File: src/rtl/core/u8rtf_pkg.sv
// shared types, constants and helper functions of the utf-8 to rtf escape unit
package u8rtf_pkg;

	// code point and decimal conversion widths
	localparam int CP_W        = 21;
	localparam int BCD_DIGITS  = 7;
	localparam int BCD_W       = 4 * BCD_DIGITS;
	localparam int CONV_STEPS  = CP_W;
	localparam int CNT_W       = 5;
	localparam int IDX_W       = 4;
	localparam int NBUF        = 4;

	// character position within one escape sequence
	localparam logic [IDX_W-1:0] IDX_FIRST     = 4'd1;
	localparam logic [IDX_W-1:0] IDX_ESC_END   = 4'd1;
	localparam logic [IDX_W-1:0] IDX_HEX_HI    = 4'd2;
	localparam logic [IDX_W-1:0] IDX_HEX_END   = 4'd3;
	localparam logic [IDX_W-1:0] IDX_DIG_FIRST = 4'd2;
	localparam logic [IDX_W-1:0] IDX_DIG_LAST  = 4'd8;
	localparam logic [IDX_W-1:0] IDX_UNI_END   = 4'd9;

	// ascii characters used in the escapes
	localparam logic [6:0] CH_BSL  = 7'h5C;
	localparam logic [6:0] CH_APOS = 7'h27;
	localparam logic [6:0] CH_U    = 7'h75;
	localparam logic [6:0] CH_QM   = 7'h3F;
	localparam logic [6:0] CH_ZERO = 7'h30;
	localparam logic [6:0] CH_A    = 7'h41;
	localparam logic [6:0] CH_LBR  = 7'h7B;
	localparam logic [6:0] CH_RBR  = 7'h7D;

	// utf-8 byte classes: number of continuation bytes a lead claims
	localparam logic [2:0] CLS_ASCII = 3'd0;
	localparam logic [2:0] CLS_LEAD2 = 3'd1;
	localparam logic [2:0] CLS_LEAD3 = 3'd2;
	localparam logic [2:0] CLS_LEAD4 = 3'd3;
	localparam logic [2:0] CLS_BAD   = 3'd4;

	typedef enum logic [4:0] {
		ST_IDLE   = 5'b00001,
		ST_DECODE = 5'b00010,
		ST_CONV   = 5'b00100,
		ST_EMIT   = 5'b01000,
		ST_FLUSH  = 5'b10000
	} state_t;

	// how a code point is written out
	typedef enum logic [1:0] {
		KIND_PLAIN = 2'd0,
		KIND_ESC   = 2'd1,
		KIND_HEX   = 2'd2,
		KIND_UNI   = 2'd3
	} kind_t;

	typedef struct packed {
		logic             load;
		logic             step;
		logic             conv_step;
		logic             put;
		logic             flush;
		logic [IDX_W-1:0] idx;
	} cmd_t;

	typedef struct packed {
		logic  hold;
		logic  front_drop;
		kind_t front_kind;
		logic  rest_zero;
		logic  n_zero;
		logic  emit_skip;
		logic  emit_end;
		logic  put_ok;
		logic  flush_ok;
	} sts_t;

	function automatic logic [2:0] byte_class(input logic [7:0] b);
		logic [2:0] cls;
		if (b[7] == 1'b0)
			cls = CLS_ASCII;
		else if ((b & 8'hE0) == 8'hC0)
			cls = CLS_LEAD2;
		else if ((b & 8'hF0) == 8'hE0)
			cls = CLS_LEAD3;
		else if ((b & 8'hF8) == 8'hF0)
			cls = CLS_LEAD4;
		else
			cls = CLS_BAD;
		return cls;
	endfunction

	function automatic logic [6:0] hex_char(input logic [3:0] v);
		logic [6:0] c;
		if (v < 4'd10)
			c = CH_ZERO + {3'b000, v};
		else
			c = CH_A + {3'b000, v - 4'd10};
		return c;
	endfunction

	function automatic kind_t cp_kind(input logic [CP_W-1:0] cp);
		kind_t k;
		if (cp < 21'h20 || (cp >= 21'h80 && cp < 21'h100))
			k = KIND_HEX;
		else if (cp < 21'h80) begin
			if (cp[6:0] == CH_BSL || cp[6:0] == CH_LBR || cp[6:0] == CH_RBR)
				k = KIND_ESC;
			else
				k = KIND_PLAIN;
		end else
			k = KIND_UNI;
		return k;
	endfunction

endpackage

File: src/rtl/core/u8rtf_ctrl.sv
// sequencer for item acceptance, decode, decimal conversion, emission and flush
module u8rtf_ctrl import u8rtf_pkg::*; (
	input  logic clk,
	input  logic arst_n,
	input  logic in_valid,
	output logic in_stall,
	input  sts_t sts,
	output cmd_t cmd
);

	state_t           state_q, state_d;
	logic [IDX_W-1:0] idx_q, idx_d;
	logic [CNT_W-1:0] cnt_q, cnt_d;

	// next state and commands
	always_comb begin
		state_d  = state_q;
		idx_d    = idx_q;
		cnt_d    = cnt_q;
		cmd      = '0;
		cmd.idx  = idx_q;
		in_stall = 1'b1;
		case (state_q)
			ST_IDLE: begin
				in_stall = 1'b0;
				if (in_valid) begin
					cmd.load = 1'b1;
					state_d  = sts.hold ? ST_IDLE : ST_DECODE;
				end
			end
			ST_DECODE: begin
				if (sts.n_zero) begin
					state_d = ST_FLUSH;
				end else if (sts.front_drop) begin
					cmd.step = 1'b1;
					if (sts.rest_zero)
						state_d = ST_FLUSH;
				end else begin
					cmd.put = 1'b1;
					if (sts.put_ok) begin
						cmd.step = 1'b1;
						case (sts.front_kind)
							KIND_PLAIN: begin
								if (sts.rest_zero)
									state_d = ST_FLUSH;
							end
							KIND_UNI: begin
								state_d = ST_CONV;
							end
							default: begin
								idx_d   = IDX_FIRST;
								state_d = ST_EMIT;
							end
						endcase
					end
				end
			end
			ST_CONV: begin
				cmd.conv_step = 1'b1;
				if (cnt_q == CNT_W'(CONV_STEPS - 1)) begin
					cnt_d   = '0;
					idx_d   = IDX_FIRST;
					state_d = ST_EMIT;
				end else begin
					cnt_d = cnt_q + 1'b1;
				end
			end
			ST_EMIT: begin
				if (sts.emit_skip) begin
					idx_d = idx_q + 1'b1;
				end else begin
					cmd.put = 1'b1;
					if (sts.put_ok) begin
						if (sts.emit_end) begin
							idx_d   = '0;
							state_d = sts.n_zero ? ST_FLUSH : ST_DECODE;
						end else begin
							idx_d = idx_q + 1'b1;
						end
					end
				end
			end
			ST_FLUSH: begin
				if (sts.flush_ok) begin
					cmd.flush = 1'b1;
					in_stall  = 1'b0;
					if (in_valid) begin
						cmd.load = 1'b1;
						state_d  = sts.hold ? ST_IDLE : ST_DECODE;
					end else begin
						state_d = ST_IDLE;
					end
				end
			end
			default: begin
				state_d = ST_IDLE;
			end
		endcase
	end

	// state registers
	always_ff @(posedge clk or negedge arst_n) begin
		if (!arst_n) begin
			state_q <= ST_IDLE;
			idx_q   <= '0;
			cnt_q   <= '0;
		end else begin
			state_q <= state_d;
			idx_q   <= idx_d;
			cnt_q   <= cnt_d;
		end
	end

`ifndef NO_ASSERTIONS
	// conversion counter only runs during the conversion
	a_cnt_in_conv: assert property (@(posedge clk) disable iff (!arst_n)
		cnt_q != '0 |-> state_q == ST_CONV)
		else $error("conversion counter active outside conversion");

	// escape position is zero outside emission and nonzero inside
	a_idx_emit: assert property (@(posedge clk) disable iff (!arst_n)
		(idx_q != '0) == (state_q == ST_EMIT))
		else $error("escape position out of step with emission");

	// flush is only reached from decode or emission
	a_flush_entry: assert property (@(posedge clk) disable iff (!arst_n)
		state_q == ST_FLUSH |-> $past(state_q) == ST_DECODE
			|| $past(state_q) == ST_EMIT || $past(state_q) == ST_FLUSH)
		else $error("flush entered from an unexpected state");
`endif

endmodule

File: src/rtl/core/u8rtf_dp.sv
// byte buffer, code point decode, decimal conversion, pending and output registers
module u8rtf_dp import u8rtf_pkg::*; (
	input  logic       clk,
	input  logic       arst_n,
	input  logic [7:0] in_byte,
	input  logic       in_last,
	input  logic       out_stall,
	input  cmd_t       cmd,
	output sts_t       sts,
	output logic       out_valid,
	output logic [6:0] out_char,
	output logic       char_valid,
	output logic       out_last
);

	// byte buffer: held sequence bytes plus the current item, front at entry zero
	logic [7:0]       wb_q [NBUF];
	logic [1:0]       hc_q;
	logic [1:0]       nd_q;
	logic [2:0]       n_q;
	logic             last_q;

	logic [CP_W-1:0]  cp_q;
	kind_t            kind_q;
	logic [BCD_W-1:0] bcd_q;
	logic [BCD_W-1:0] bcd_adj;

	logic             pend_valid_q;
	logic [6:0]       pend_char_q;
	logic             out_valid_q;
	logic [6:0]       out_char_q;
	logic             out_cv_q;
	logic             out_last_q;

	logic [2:0]       cls_in;
	logic             hold;
	logic [2:0]       cls0;
	logic             front_lead;
	logic             front_drop;
	logic [2:0]       consume;
	logic [CP_W-1:0]  front_cp;
	kind_t            front_kind;

	logic [2:0]       dsel;
	logic [3:0]       digit;
	logic [BCD_DIGITS:0] hz;
	logic             emit_skip;
	logic             emit_end;
	logic [6:0]       ch;

	logic             out_free;
	logic             put_ok;
	logic             do_put;
	logic             flush_push;
	logic             push;

	// hold decision for the incoming byte
	always_comb begin
		cls_in = byte_class(in_byte);
		hold   = 1'b0;
		if (!in_last) begin
			if (hc_q == 2'd0)
				hold = (cls_in == CLS_LEAD2 || cls_in == CLS_LEAD3 || cls_in == CLS_LEAD4);
			else
				hold = (hc_q < nd_q);
		end
	end

	// decode of the sequence at the buffer front
	always_comb begin
		cls0       = byte_class(wb_q[0]);
		front_lead = (cls0 == CLS_LEAD2 || cls0 == CLS_LEAD3 || cls0 == CLS_LEAD4)
			&& (cls0 < n_q);
		front_drop = (cls0 != CLS_ASCII) && !front_lead;
		consume    = front_lead ? cls0 + 3'd1 : 3'd1;
		case (cls0)
			CLS_LEAD2: front_cp = {10'b0, wb_q[0][4:0], wb_q[1][5:0]};
			CLS_LEAD3: front_cp = {5'b0, wb_q[0][3:0], wb_q[1][5:0], wb_q[2][5:0]};
			CLS_LEAD4: front_cp = {wb_q[0][2:0], wb_q[1][5:0], wb_q[2][5:0], wb_q[3][5:0]};
			default:   front_cp = {13'b0, wb_q[0]};
		endcase
		front_kind = cp_kind(front_cp);
	end

	// decimal digit selection and leading zero detection
	always_comb begin
		dsel  = 3'(IDX_DIG_LAST - cmd.idx);
		digit = '0;
		for (int d = 0; d < BCD_DIGITS; d++) begin
			if (dsel == 3'(d))
				digit = bcd_q[4*d +: 4];
		end
		hz[BCD_DIGITS] = 1'b1;
		for (int d = BCD_DIGITS - 1; d >= 0; d--)
			hz[d] = hz[d+1] && (bcd_q[4*d +: 4] == 4'd0);
		emit_skip = (kind_q == KIND_UNI) && (cmd.idx >= IDX_DIG_FIRST)
			&& (cmd.idx < IDX_DIG_LAST) && hz[dsel];
	end

	// last character position of each escape
	always_comb begin
		case (kind_q)
			KIND_ESC: emit_end = (cmd.idx == IDX_ESC_END);
			KIND_HEX: emit_end = (cmd.idx == IDX_HEX_END);
			KIND_UNI: emit_end = (cmd.idx == IDX_UNI_END);
			default:  emit_end = 1'b1;
		endcase
	end

	// character to put
	always_comb begin
		if (cmd.idx == '0) begin
			ch = (front_kind == KIND_PLAIN) ? front_cp[6:0] : CH_BSL;
		end else begin
			case (kind_q)
				KIND_HEX: begin
					if (cmd.idx == IDX_FIRST)
						ch = CH_APOS;
					else if (cmd.idx == IDX_HEX_HI)
						ch = hex_char(cp_q[7:4]);
					else
						ch = hex_char(cp_q[3:0]);
				end
				KIND_UNI: begin
					if (cmd.idx == IDX_FIRST)
						ch = CH_U;
					else if (cmd.idx == IDX_UNI_END)
						ch = CH_QM;
					else
						ch = CH_ZERO + {3'b000, digit};
				end
				default: begin
					ch = cp_q[6:0];
				end
			endcase
		end
	end

	// double dabble correction
	always_comb begin
		for (int d = 0; d < BCD_DIGITS; d++) begin
			if (bcd_q[4*d +: 4] >= 4'd5)
				bcd_adj[4*d +: 4] = bcd_q[4*d +: 4] + 4'd3;
			else
				bcd_adj[4*d +: 4] = bcd_q[4*d +: 4];
		end
	end

	// output handshake
	assign out_free   = !out_valid_q || !out_stall;
	assign put_ok     = !pend_valid_q || out_free;
	assign do_put     = cmd.put && put_ok;
	assign flush_push = cmd.flush && (pend_valid_q || last_q);
	assign push       = (do_put && pend_valid_q) || flush_push;

	always_comb begin
		sts            = '0;
		sts.hold       = hold;
		sts.front_drop = front_drop;
		sts.front_kind = front_kind;
		sts.rest_zero  = (n_q == consume);
		sts.n_zero     = (n_q == 3'd0);
		sts.emit_skip  = emit_skip;
		sts.emit_end   = emit_end;
		sts.put_ok     = put_ok;
		sts.flush_ok   = !(pend_valid_q || last_q) || out_free;
	end

	// control registers
	always_ff @(posedge clk or negedge arst_n) begin
		if (!arst_n) begin
			hc_q         <= '0;
			nd_q         <= '0;
			n_q          <= '0;
			last_q       <= 1'b0;
			pend_valid_q <= 1'b0;
			out_valid_q  <= 1'b0;
		end else begin
			if (cmd.load) begin
				if (hold) begin
					hc_q <= hc_q + 2'd1;
					if (hc_q == 2'd0)
						nd_q <= cls_in[1:0];
				end else begin
					hc_q   <= '0;
					nd_q   <= '0;
					n_q    <= {1'b0, hc_q} + 3'd1;
					last_q <= in_last;
				end
			end else if (cmd.step) begin
				n_q <= n_q - consume;
			end
			if (do_put)
				pend_valid_q <= 1'b1;
			else if (cmd.flush)
				pend_valid_q <= 1'b0;
			if (push)
				out_valid_q <= 1'b1;
			else if (!out_stall)
				out_valid_q <= 1'b0;
		end
	end

	// payload registers
	always_ff @(posedge clk) begin
		if (cmd.load) begin
			wb_q[hc_q] <= in_byte;
		end else if (cmd.step) begin
			case (consume)
				3'd1: begin
					wb_q[0] <= wb_q[1];
					wb_q[1] <= wb_q[2];
					wb_q[2] <= wb_q[3];
				end
				3'd2: begin
					wb_q[0] <= wb_q[2];
					wb_q[1] <= wb_q[3];
				end
				3'd3: begin
					wb_q[0] <= wb_q[3];
				end
				default: begin
				end
			endcase
		end
		if (cmd.step) begin
			cp_q   <= front_cp;
			kind_q <= front_kind;
			bcd_q  <= '0;
		end else if (cmd.conv_step) begin
			bcd_q <= {bcd_adj[BCD_W-2:0], cp_q[CP_W-1]};
			cp_q  <= {cp_q[CP_W-2:0], 1'b0};
		end
		if (do_put)
			pend_char_q <= ch;
		if (push) begin
			out_char_q <= pend_valid_q ? pend_char_q : 7'd0;
			out_cv_q   <= pend_valid_q;
			out_last_q <= cmd.flush ? last_q : 1'b0;
		end
	end

	assign out_valid  = out_valid_q;
	assign out_char   = out_char_q;
	assign char_valid = out_cv_q;
	assign out_last   = out_last_q;

`ifndef NO_ASSERTIONS
	// a held sequence never holds more bytes than its lead claims
	a_held_count: assert property (@(posedge clk) disable iff (!arst_n)
		hc_q != 2'd0 |-> hc_q <= nd_q)
		else $error("held byte count exceeds claimed length");
`endif

endmodule

File: src/rtl/core/utf8_to_rtf_escape_unit.sv
// Decodes a UTF-8 byte stream one byte per item and writes it out as RTF text,
// one ASCII character per result item. A lead byte that is not the last of the
// string is held. A byte that completes a code point is decoded and its first
// character is put in the decode state; every further escape character (backslash
// prefix, \'XX, \u...?) is put in the emit state, and the flush state that closes
// the item also accepts the next item. Code points from 0x100 up first pass
// through the bit-serial binary to decimal conversion, and leading zero digits
// are skipped during emission. All of this is set by the single decode and emit
// sequencer, which works on one item at a time; stalls on the output hold it.
// A one-character pending register lets the end-of-string flag land on the
// final character, or on a bare end marker when the string ends with nothing.
module utf8_to_rtf_escape_unit import u8rtf_pkg::*; (
	input  logic       clk,
	input  logic       arst_n,
	input  logic       in_valid,
	output logic       in_stall,
	input  logic [7:0] in_byte,
	input  logic       in_last,
	output logic       out_valid,
	input  logic       out_stall,
	output logic [6:0] out_char,
	output logic       char_valid,
	output logic       out_last
);

	cmd_t cmd;
	sts_t sts;

	// sequencer
	u8rtf_ctrl u_ctrl (
		.clk      (clk),
		.arst_n   (arst_n),
		.in_valid (in_valid),
		.in_stall (in_stall),
		.sts      (sts),
		.cmd      (cmd)
	);

	// datapath
	u8rtf_dp u_dp (
		.clk        (clk),
		.arst_n     (arst_n),
		.in_byte    (in_byte),
		.in_last    (in_last),
		.out_stall  (out_stall),
		.cmd        (cmd),
		.sts        (sts),
		.out_valid  (out_valid),
		.out_char   (out_char),
		.char_valid (char_valid),
		.out_last   (out_last)
	);

endmodule

File: config.mk
export PLATFORM = sky130hd
export DESIGN_NAME = utf8_to_rtf_escape_unit
export DESIGN_NICKNAME = d
export VERILOG_FILES = /design/src/rtl/core/u8rtf_pkg.sv /design/src/rtl/core/u8rtf_ctrl.sv /design/src/rtl/core/u8rtf_dp.sv /design/src/rtl/core/utf8_to_rtf_escape_unit.sv
export SDC_FILE = /design/constraint.sdc
export NUM_CORES = 1
export LEC_CHECK = 0
export ABC_AREA = 1
export ABC_CLOCK_PERIOD_IN_PS = 9300
export BUFFER_PORTS_ARGS = -buffer_cell sky130_fd_sc_hd__buf_2
export CORE_UTILIZATION = 68
export DETAILED_ROUTE_END_ITERATION = 7
export PLACE_DENSITY = 0.84
export SLEW_MARGIN = 0
export SYNTH_ARGS = -nofsm -noshare
export SYNTH_HDL_FRONTEND = slang
export SYNTH_SLANG_ARGS = --single-unit
File: constraint.sdc
create_clock -name clk -period 9.3 [get_ports clk]
set_clock_uncertainty 0.1 [all_clocks]
set_input_delay 0.465 -clock clk [delete_from_list [all_inputs] [get_ports clk]]
set_output_delay 0.465 -clock clk [all_outputs]
set_load 0.1 [all_outputs]
==> results.json <==
{
  "first_pass_iters": 6,
  "holdWs_ns": 0.133,
  "synth_fa_ha_area_share_pct": 7.43,
  "antenna_cells": 0,
  "dp_cells": 1218,
  "syn_to_final_growth_pct": 9.75,
  "final_layout_size_suffix_gt1_share_pct": 8.57,
  "clk-insertion-delay-late_ns": 0.42,
  "use_met1_pct": 38.4,
  "muxShareOfSynthArea_pct": 0,
  "timing.final.ws_setup_ns": 5.13,
  "antenna_found_initial": 0,
  "synth_top_family_by_area": "simple AND/OR/NAND/NOR gates",
  "wirelength_um": 18900,
  "avgSynthCellArea_um2": 7.65,
  "relSlewSlack_pct": 46.4,
  "busiest_layer": "met2",
  "status": "complete, no violations",
  "synth_flop_cell": "edfxtp_1",
  "synth_compound_area_share_pct": 15.8,
  "placement.io_buffers": 23,
  "dpl.hpwl_um": 13400,
  "grt_pass1_wl_um": 32200,
  "hold_buffers": 1,
  "worstMarginPinSlew_ns": 0.801,
  "clk_pin_slew_ns": 0.06,
  "routed_via_density": 5.78,
  "p_per_area_nw_per_um2": 339,
  "post-cts-setup-buffers": 0,
  "synth_seq_cells": 123,
  "cts_tree": "yes",
  "die_w_um": 112,
  "grt_usage_pct": 32.3,
  "setup_violations": 0,
  "synth_edf_count": 71,
  "yosysWarnings": 0,
  "clock-sinks": 123,
  "fmax_mhz": 240,
  "crit_top_cell": "nor2_1",
  "grt_pass1_vias": 7073,
  "required_ns": 9.49,
  "cts-root-buf": "clkbuf_16",
  "grt_use_met2_pct": 56.4,
  "syn-instance-count": 1070,
  "synth.distinct_cells": 54,
  "peakVddDrop_mv": 0.236,
  "mostFrequentLayoutCell": "nand2_1",
  "leakage_nw": 4.10,
  "synthTopCellsByArea": "edfxtp_1 (26%), nand2_1 (12%), inv_1 (8.0%)",
  "drt-initial-drc-count": 644,
  "syn-num-nets": 1131,
  "dieArea_um2": 12500,
  "fin_setup_tns_ns": 0,
  "overflow": 0,
  "ys_seq_area_share_pct": 40.2,
  "maxCapViolCount": 0,
  "synth_area_um2": 8190,
  "final-max-slew-violation-count": 0,
  "cp_slowest_cell": "edfxtp_1",
  "cp_num_buf_inv": 4,
  "hold_violations": 0,
  "mostFrequentLayoutCells": "nand2_1 (259), inv_1 (174), nor2_1 (101), o21ai_0 (99), edfxtp_1 (71)",
  "grt_max_degree": 48,
  "vias": 7232,
  "fin_crit_sh_pct": 44.8,
  "synth-xor-area-share_pct": 1.71,
  "async_reset_ff_share_pct": 19.5,
  "synth_top_area_share_pct": 26.0,
  "utilization_pct": 77.7,
  "boundaryPins": 24,
  "hold_class": "input pin to flop",
  "synth_top_area_cell": "edfxtp_1",
  "critPathCaptureType": "flop",
  "worst-setup-path-type": "flop to flop",
  "grt_use_met3_pct": 6.64,
  "pre_cts_ws_ns": 5.28,
  "startpoint_type": "flop",
  "fin_cells": 1251,
  "h-tree-depth": 4,
  "row_count": 39,
  "crit_chain": "inv_2 > nor2_1 > o21ai_4 > inv_1 > ha_1 > ha_1 > inv_1 > o22ai_1 > a21oi_1 > nand2_1 > o21ai_0 > nand4_1 > nor2_1 > nor2_1 > ha_1 > inv_1 > nor2_1 > nor2_1 > nor3_1 > nand3_1 > nand2_1 > o21ai_0",
  "critPathMaxFanout": 15,
  "drc": 0,
  "fillers": 834,
  "wl_per_cell_um": 15.1,
  "clock_path_buffers": 2,
  "place_congestion": 0.966,
  "initial_core_util_pct": 70.8,
  "cts_made_buffers": 17,
  "fp.dieH_um": 112,
  "core_um2": 11600,
  "yosys.area_share.simple_pct": 25.0,
  "period_needed_ns": 4.17,
  "grt_setup_unrepaired": "no",
  "cts-resized-gates": 0,
  "ant_nets": 0,
  "fin_nets": 1156,
  "slowest_delay_ns": 0.41,
  "crit_family": "simple AND/OR/NAND/NOR gates",
  "arrival_ns": 4.36
}
## where the power goes
| part | leakage (nW) | total [mW] | switching [mW] | internal, mW |
|---|---|---|---|---|
| Sequential | 1.19 | 0.941 | 0.142 | 0.799 |
| Clock | 0.276 | 0.657 | 0.242 | 0.415 |
| Combinational | 2.63 | 1.44 | 1.02 | 0.428 |
## logic make-up after synthesis
logic type                 count (synthesis)
xor gates and xnor gates                  16
and+or+nand+nor                          463
DFF                                      123
adders and majority gates                 48
AOI/OAI and AO/OA                        218
buffers and inverters                    202
## synthesized netlist by cell type (10+ instances only)
master	count
o22ai_1	21
dfrtp_1	23
a21oi_1	46
nor2_1	101
o21ai_2	11
nand3_1	59
dfxtp_1	28
nand4_1	10
inv_1	174
xor2_1	13
o21ai_0	99
nand2_1	259
edfxtp_1	71
ha_1	47
## through the flow
step	total power [mW]	instance area, µm²
after global routing	3.27	8980
after floorplan	2.05	8190
after CTS	3.03	8980
after global placement	2.32	8390
after detailed placement	2.35	8390
final	3.04	8980
## worst reg2reg max path, stage by stage (launching register included)
cell      delay [ns]
edfxtp_1        0.41
inv_2           0.10
nor2_1          0.06
o21ai_4         0.23
inv_1           0.18
ha_1            0.25
ha_1            0.31
inv_1           0.38
o22ai_1         0.13
a21oi_1         0.14
nand2_1         0.14
o21ai_0         0.17
nand4_1         0.12
nor2_1          0.12
nor2_1          0.05
ha_1            0.28
inv_1           0.05
nor2_1          0.09
nor2_1          0.05
nor3_1          0.16
nand3_1         0.26
nand2_1         0.15
o21ai_0         0.09
## final timing paths
kind                                 start               to  slack [ns]  cells past startpoint
max in group asynchronous           arst_n     u_dp.nd_q[1]        8.23                      2
min                             in_byte[0]  u_dp.wb_q[3][0]        0.13                      1
min in group asynchronous           arst_n  u_ctrl.idx_q[3]        0.48                      2
max reg2reg                u_dp.wb_q[0][4]  u_ctrl.idx_q[1]        5.13                     22
max                        u_dp.wb_q[0][4]  u_ctrl.idx_q[1]        5.13                     22
min reg2reg                   u_dp.nd_q[1]     u_dp.nd_q[1]        0.38                      2
## per-layer routing
layer / part of all wire (%) / up-vias
met1: 41 / 3325
met5: 0 / -
met3: 6.1 / 54
met4: 2.8 / 0
li1: - / 3583
met2: 50 / 270
## flip-flops by register name, summed over array words and instances (netlist names)
name               count
u_dp.nd_q              2
u_dp.out_char          7
u_dp.last_q            1
u_dp.out_last          1
u_dp.wb_q             32
u_dp.pend_valid_q      1
u_dp.n_q               3
u_dp.out_valid         1
u_dp.bcd_q            28
u_dp.cp_q             21
u_ctrl.idx_q           4
u_dp.char_valid        1
u_dp.pend_char_q       7
u_dp.hc_q              2
u_ctrl.state_q         5
u_dp.kind_q            2
u_ctrl.cnt_q           5
## final cells by class
cell class / instances / area [µm²] / area share (%)
multi-input cells: 745 / 4100 / 45.6
flip-flops and latches: 123 / 3290 / 36.7
inverters: 181 / 687 / 7.65
clock buffers: 17 / 425 / 4.73
well taps: 143 / 179 / 1.99
clock inverters: 15 / 155 / 1.73
repair buffers: 27 / 148 / 1.64
No activity file was read; power rests on OpenSTA's default activity.
